[src/rtl/ppa_pkg.sv]
`timescale 1ns / 1ps
// ----------------------------------------------------------------------------
// ppa_pkg
// Shared constants, codes and controller/datapath handshake types for the
// priority prefix autocomplete block.
// ----------------------------------------------------------------------------
package ppa_pkg;

    localparam int TABLE_ENTRIES_DEF = 64;
    localparam int MAX_WORD_LEN_DEF  = 20;

    localparam int          COUNT_W   = 16;
    localparam logic [15:0] COUNT_MAX = 16'hFFFF;

    localparam logic [7:0] CHAR_STAR = 8'h2A;
    localparam logic [7:0] CHAR_A    = 8'h61;
    localparam logic [7:0] CHAR_Z    = 8'h7A;

    localparam logic OP_LOAD = 1'b0;
    localparam logic OP_TEXT = 1'b1;

    localparam logic [1:0] EMIT_WORD = 2'd0;
    localparam logic [1:0] EMIT_HIT  = 2'd1;
    localparam logic [1:0] EMIT_DROP = 2'd2;

    typedef struct packed {
        logic       accept;
        logic       prep;
        logic       scan_clr;
        logic       scan_rd;
        logic       scan_ev;
        logic       sh_init;
        logic       sh_rd;
        logic       sh_wr;
        logic       wr_new;
        logic       bump;
        logic       emit_init;
        logic [1:0] emit_src;
        logic       emit_step;
    } ppa_cmd_t;

    typedef struct packed {
        logic op_text;
        logic is_star;
        logic nonword;
        logic scan_end;
        logic hit_found;
        logic tbl_full;
        logic sh_end;
        logic emit_last;
        logic out_free;
    } ppa_sts_t;

endpackage

[src/rtl/ppa_ctrl.sv]
`timescale 1ns / 1ps
// ----------------------------------------------------------------------------
// ppa_ctrl
// Sequencer: buffers a word, scans the table unless the token is a non-word,
// shifts/inserts or bumps, then streams any emitted word out.
// ----------------------------------------------------------------------------
module ppa_ctrl (
    input  logic              clk,
    input  logic              rst_n,
    input  logic              in_valid,
    input  logic              in_last,
    output logic              in_stall,
    input  ppa_pkg::ppa_sts_t sts,
    output ppa_pkg::ppa_cmd_t cmd
);
    import ppa_pkg::*;

    localparam logic [3:0] S_IDLE   = 4'd0;
    localparam logic [3:0] S_PREP   = 4'd1;
    localparam logic [3:0] S_ROUTE  = 4'd2;
    localparam logic [3:0] S_SC_RD  = 4'd3;
    localparam logic [3:0] S_SC_EV  = 4'd4;
    localparam logic [3:0] S_DECIDE = 4'd5;
    localparam logic [3:0] S_SH_RD  = 4'd6;
    localparam logic [3:0] S_SH_WR  = 4'd7;
    localparam logic [3:0] S_WR_NEW = 4'd8;
    localparam logic [3:0] S_BUMP   = 4'd9;
    localparam logic [3:0] S_EMIT   = 4'd10;

    logic [3:0] state_reg;
    logic [3:0] state_next;

    assign in_stall = (state_reg != S_IDLE);

    always_comb
    begin
        cmd        = '0;
        state_next = state_reg;
        case (state_reg)
            S_IDLE:
            begin
                cmd.accept = in_valid;
                if (in_valid && in_last)
                begin
                    state_next = S_PREP;
                end
            end
            S_PREP:
            begin
                cmd.prep   = 1'b1;
                state_next = S_ROUTE;
            end
            S_ROUTE:
            begin
                if (sts.nonword)
                begin
                    cmd.emit_init = 1'b1;
                    cmd.emit_src  = EMIT_WORD;
                    state_next    = S_EMIT;
                end
                else
                begin
                    cmd.scan_clr = 1'b1;
                    state_next   = S_SC_RD;
                end
            end
            S_SC_RD:
            begin
                if (sts.scan_end)
                begin
                    state_next = S_DECIDE;
                end
                else
                begin
                    cmd.scan_rd = 1'b1;
                    state_next  = S_SC_EV;
                end
            end
            S_SC_EV:
            begin
                cmd.scan_ev = 1'b1;
                state_next  = S_SC_RD;
            end
            S_DECIDE:
            begin
                if (!sts.op_text || !sts.hit_found)
                begin
                    cmd.sh_init = 1'b1;
                    if (sts.tbl_full)
                    begin
                        cmd.emit_init = 1'b1;
                        cmd.emit_src  = sts.op_text ? EMIT_WORD : EMIT_DROP;
                        state_next    = S_EMIT;
                    end
                    else
                    begin
                        state_next = S_SH_RD;
                    end
                end
                else
                begin
                    state_next = S_BUMP;
                end
            end
            S_SH_RD:
            begin
                if (sts.sh_end)
                begin
                    state_next = S_WR_NEW;
                end
                else
                begin
                    cmd.sh_rd  = 1'b1;
                    state_next = S_SH_WR;
                end
            end
            S_SH_WR:
            begin
                cmd.sh_wr  = 1'b1;
                state_next = S_SH_RD;
            end
            S_WR_NEW:
            begin
                cmd.wr_new = 1'b1;
                if (sts.op_text)
                begin
                    cmd.emit_init = 1'b1;
                    cmd.emit_src  = EMIT_WORD;
                    state_next    = S_EMIT;
                end
                else
                begin
                    state_next = S_IDLE;
                end
            end
            S_BUMP:
            begin
                cmd.bump      = 1'b1;
                cmd.emit_init = 1'b1;
                cmd.emit_src  = sts.is_star ? EMIT_WORD : EMIT_HIT;
                state_next    = S_EMIT;
            end
            S_EMIT:
            begin
                cmd.emit_step = 1'b1;
                if (sts.out_free && sts.emit_last)
                begin
                    state_next = S_IDLE;
                end
            end
            default:
            begin
                state_next = S_IDLE;
            end
        endcase
    end

    always_ff @(posedge clk or negedge rst_n)
    begin
        if (!rst_n)
        begin
            state_reg <= S_IDLE;
        end
        else
        begin
            state_reg <= state_next;
        end
    end

endmodule

[config.mk]
export PLATFORM = sky130hd
export DESIGN_NAME = ppa_ctrl
export DESIGN_NICKNAME = d
export VERILOG_FILES = /design/src/rtl/ppa_pkg.sv /design/src/rtl/ppa_ctrl.sv
export SDC_FILE = /design/constraint.sdc
export NUM_CORES = 1
export LEC_CHECK = 0
export BUFFER_PORTS_ARGS = -buffer_cell sky130_fd_sc_hd__buf_4
export CORE_AREA = 2 2 39 41
export CTS_BUF_LIST = sky130_fd_sc_hd__clkbuf_2
export DETAILED_ROUTE_END_ITERATION = 8
export DIE_AREA = 0 0 41 43
export GPL_TIMING_DRIVEN = 0
export PLACE_DENSITY = 0.79
export SYNTH_ARGS = -nofsm -noshare
export SYNTH_HDL_FRONTEND = slang
export SYNTH_SLANG_ARGS = --single-unit
[constraint.sdc]
create_clock -name clk -period 2 [get_ports clk]
set_clock_uncertainty 0.2 [all_clocks]
set_input_delay 0 -clock clk [delete_from_list [all_inputs] [get_ports clk]]
set_output_delay 0 -clock clk [all_outputs]
set_load 0.005 [all_outputs]
**Word level (Yosys, flattened, before mapping)**

Cells that the tools add are included.

- Register bits after elaboration: 4
- Bits in latches: 0
- Memory bits (writable): 0
- Memory bits (read-only): 0
- Input port bits: 13
- Output and inout port bits: 15
- Word-level logic and storage cells: 52
- Memories kept: 0

- Add/subtract/negate cells: 0
- $mul: 0
- Div/mod/pow operators: 0
- $lt $le $gt $ge: 0
- Equal/unequal tests: 12
- Shifts and indexed selects: 0
- Multiplexer cells: 31
- Bitwise logic cells: 0
- Reduce and logical (&&, ||, !) cells: 8

Operator list:

| operator | number |
|---|---|
| 4-bit case mux with 11 select lines | 1 |
| 4-bit 2-to-1 mux | 7 |
| 1-bit 2-to-1 mux | 17 |
| 4-bit by 3-bit == test with 1-bit output (second input constant) | 4 |
| 4-bit == test (second input constant) | 3 |
| 3-bit 2-to-1 mux | 4 |
| 3-bit case mux with 4 select lines | 1 |
| 4-bit by 2-bit == test with 1-bit output (second input constant) | 2 |
| 4-bit by 1-bit == test with 1-bit output (second input constant) | 1 |
| 4-bit logical NOT | 1 |
| 2-bit inequality test (second input constant) | 2 |
| 4-bit nonzero test | 1 |
| 1-bit logical AND | 2 |
| 1-bit logical NOT | 2 |
| 2-bit 2-to-1 mux | 1 |
| 2-bit AND reduction | 1 |
| 1-bit logical OR | 1 |

**Logic depth before layout (Yosys ltp)**

- Word-level depth: 4
- Depth in mapped cells: 5
- Mapped depth without buffers: 4

**Least setup slack after synthesis**

OpenSTA, ideal clock, no wires.

- Path type: register to register
- Start: reg state_reg[0]
- End: reg state_reg[3]
- Setup time: 135 ps
- Arrival: 992 ps
- Required time: 1665 ps
- Setup slack: 673 ps
- Cell stages (with the launch flop): 6
- Buffers on the path: 1
- Clock period less this slack: 1327 ps
- Cells stage by stage: dfrtp_1 buf_4 nor2_1 nor3b_1 o21bai_1 nand4_1

- Longest elaborated chain between the ends: 3
- Elaborated cells between the ends (all ways): 15
- Classes of those cells: eq/ne: 12; mux: 1; reduce/logical: 2

Ends and longest elaborated chain:

| what | RTL line | text |
|---|---|---|
| start: declaration | ppa_ctrl.sv:30 | `logic [3:0] state_reg;` |
| start signal: assignment | ppa_ctrl.sv:166 | `state_reg <= state_next;` |
| 4-bit == test / 4-bit logical NOT (equally long branches) | ppa_ctrl.sv:39 | `case (state_reg)` |
| 2-bit inequality test (no source line) | - |  |
| 2-bit AND reduction (no source line) | - |  |

Parallel ways exist; a longest one is shown, timed or not.
A chain may end at the register's enable or synchronous reset.

**Worst setup path after layout**

- Start: reg state_reg[0]
- End: reg state_reg[0]

The elaborated chain is that of the path after synthesis.

==> impl_metrics.env <==
export IMPL_grt_usage=0.175
export IMPL_async_reset_ff_frac=1.00
export IMPL_tns_ns=0
export IMPL_synthMuxAreaShare=0
export IMPL_cp_max_fo=10
export IMPL_antenna_found_initial=0
export IMPL_end_kind="register"
export IMPL_drtIter0Drc=13
export IMPL_max_clock_path_buffers=2
export IMPL_root_buffer="clkbuf_2"
export IMPL_post_route_period_util=0.952
export IMPL_yosysUniqueCellTypes=25
export IMPL_critical_path_class="reg -> reg"
export IMPL_cts_made_buffers=3
export IMPL_die_area_um2=1760
export IMPL_pwr_share_seq=0.197
export IMPL_synthTopCellsByArea="dfrtp_1 22%, nor2_1 9.7%, nand2b_4 8.9%"
export IMPL_switchingPower_uw=425
export IMPL_intPower_uw=515
export IMPL_vias_per_cell=5.08
export IMPL_start_kind="register"
export IMPL_finalMaxSlewViolations=0
export IMPL_htreeDepth=1
export IMPL_drc_errors=0
export IMPL_grt_max_degree=11
export IMPL_clkPwrFrac=0.076
export IMPL_synthSimpleGateAreaFrac=0.484
export IMPL_ant_nets=0
export IMPL_synth_top_family_by_area="simple AND/OR/NAND/NOR gates"
export IMPL_grt_pass1_wl_mm=2.15
export IMPL_clk_pin_slew_worst_paths_ns=0.04
export IMPL_post_cts_resized=0
export IMPL_instances_no_fill=117
export IMPL_cts_tree="done"
export IMPL_n_fill_cell=138
export IMPL_gp_congestion=0.858
export IMPL_clk_insertion_delay_late_ns=0.20
export IMPL_ys_ff_latch=4
export IMPL_nNetsFinal=116
export IMPL_drt_total_wl_mm=1.38
export IMPL_worstMarginPinSlew_ns=0.302
export IMPL_drt_wirelength_per_cell_um=11.8
export IMPL_p_leak_nw=0.365
export IMPL_ir_drop_mv=0.594
export IMPL_diodes=0
export IMPL_first_pass_iters=6
export IMPL_die_height_um=43
export IMPL_fmax_mhz=525
export IMPL_drive_above_1_share=0.386
export IMPL_portBuffers=27
export IMPL_arrival_ns=1.79
export IMPL_maxCapViolCount=0
export IMPL_cts_sinks=4
export IMPL_chipWidth_um=41
export IMPL_dp_cells=106
export IMPL_required_ns=1.88
export IMPL_powerDensity_nw_per_um2=1200
export IMPL_synth_seq_area_share=0.215
export IMPL_areaGrowthSynthToFinish_pct=68.3
export IMPL_avgSynthCellArea_um2=7.39
export IMPL_synthXorXnorAreaFrac=0.0188
export IMPL_p_sw_frac=0.452
export IMPL_hold_viol_final=0
export IMPL_comb_power_share=0.726
export IMPL_synth_area_um2=465
export IMPL_ys_warn_count=0
export IMPL_top_level_ports=28
export IMPL_status="complete, no violations"
export IMPL_synth_fa_ha_area_frac=0
export IMPL_ys_flop_type="dfrtp_1"
export IMPL_yosysTopAreaCell="dfrtp_1"
export IMPL_synth_compound_area_frac=0.202
export IMPL_largest_reg_flops=4
export IMPL_core_area_um2=1380
export IMPL_synth_edf_count=0
export IMPL_slew_headroom=0.797
export IMPL_synth_top_area_share=0.215
export IMPL_synth_fp_nets=76
export IMPL_dp_hpwl_mm=1.03
export IMPL_initial_utilization=0.336
export IMPL_finalSetupViolCount=0
export IMPL_grt_pass1_vias=503
export IMPL_rows=14
export IMPL_hold_path_class="in -> out"
export IMPL_syn_inst=63
export IMPL_rsz0062_at_grt="no"
export IMPL_period_needed_ns=1.90
export IMPL_power_uw=940
export IMPL_grt_ovfl_total=0
export IMPL_vias=594
[critical path: stages (launching register included)]
cell,delay (ns)
dfrtp_1,0.44
buf_4,0.20
nor2_1,0.14
nand2_1,0.08
a21oi_1,0.11
dlygate4sd3_1,0.56
nor3_1,0.05
[through the flow]
step,instance area (um2),util,setup WS [ns],hold slack [ns]
after floorplan,465,-,0.673,-0.496
after global placement,688,0.497,0.542,-0.404
after detailed placement,688,0.497,0.519,-0.402
after CTS,783,0.566,0.102,0.0410
after global routing,783,0.566,0.0443,0.0565
final,783,0.566,0.0962,0.0391
[final cells by class]
class	instances	area, um2	area share
repair buffers	35	283	0.361
clock buffers	3	15.0	0.0192
plain buffers	4	37.5	0.0479
multi-input cells	55	328	0.419
flip-flops and latches	4	100	0.128
well taps	16	20.0	0.0256
[synthesized netlist by cell type (2+ instances only)]
| master | instances |
|---|---|
| buf_4 | 2 |
| o21ai_1 | 2 |
| buf_6 | 2 |
| nor2_1 | 12 |
| a31oi_1 | 2 |
| nand2b_4 | 3 |
| nand2_1 | 8 |
| dfrtp_1 | 4 |
| a21oi_1 | 2 |
| nor3_1 | 7 |
| nor3b_1 | 2 |
| o21ai_0 | 2 |
| o21bai_1 | 2 |
| nor4_1 | 2 |
[power by group through the flow]
| stage | logic [mW] | registers [mW] | clock network [mW] |
|---|---|---|---|
| floorplan | 0.456 | 0.172 | 0 |
| global placement | 0.651 | 0.183 | 0 |
| detailed placement | 0.659 | 0.186 | 0 |
| CTS | 0.687 | 0.186 | 0.0772 |
| global route | 0.760 | 0.191 | 0.0871 |
| finish | 0.683 | 0.186 | 0.0716 |
[cell families after synthesis]
family	count (synthesis)
buf+inv	4
simple gates	40
flops	4
xor+xnor	1
compound gates	14
[repair_timing]
item                      4_1_cts  5_1_grt
setup buffers                   0        0
hold buffers                    8        0
hold endpoints to repair        8        0
[metal layers]
metal | wire [um] | share of wire | GRT usage | up-vias
met5 | 0 | 0 | 0 | -
met4 | 0 | 0 | 0.0200 | 0
met3 | 100 | 0.073 | 0.0628 | 0
li1 | - | - | - | 309
met2 | 656 | 0.48 | 0.281 | 25
met1 | 620 | 0.45 | 0.222 | 260
[layout by cell type, fill, tap and decap left out, types with 3 or more instances in the layout]
cell type and count:
nor3_1 7, buf_4 29, nor2_1 12, nand2b_4 3, clkbuf_2 3, dlygate4sd3_1 8, dfrtp_1 4, nand2_1 8
[path summary, 6_finish.rpt]
path                                          start                       end  slack (ns)  cells past startpoint
hold / removal                               sts[7]                    cmd[1]        0.04                      3
setup / recovery           state_reg[0]$_DFFE_PN0P_  state_reg[0]$_DFFE_PN0P_         0.1                      6
hold reg to reg            state_reg[3]$_DFFE_PN0P_  state_reg[2]$_DFFE_PN0P_        0.41                      2
max in group asynchronous                     rst_n  state_reg[3]$_DFFE_PN0P_        0.93                      3
setup reg to reg           state_reg[0]$_DFFE_PN0P_  state_reg[0]$_DFFE_PN0P_         0.1                      6
min in group asynchronous                     rst_n  state_reg[2]$_DFFE_PN0P_        0.50                      3
Power figures use the tool's default switching activity.
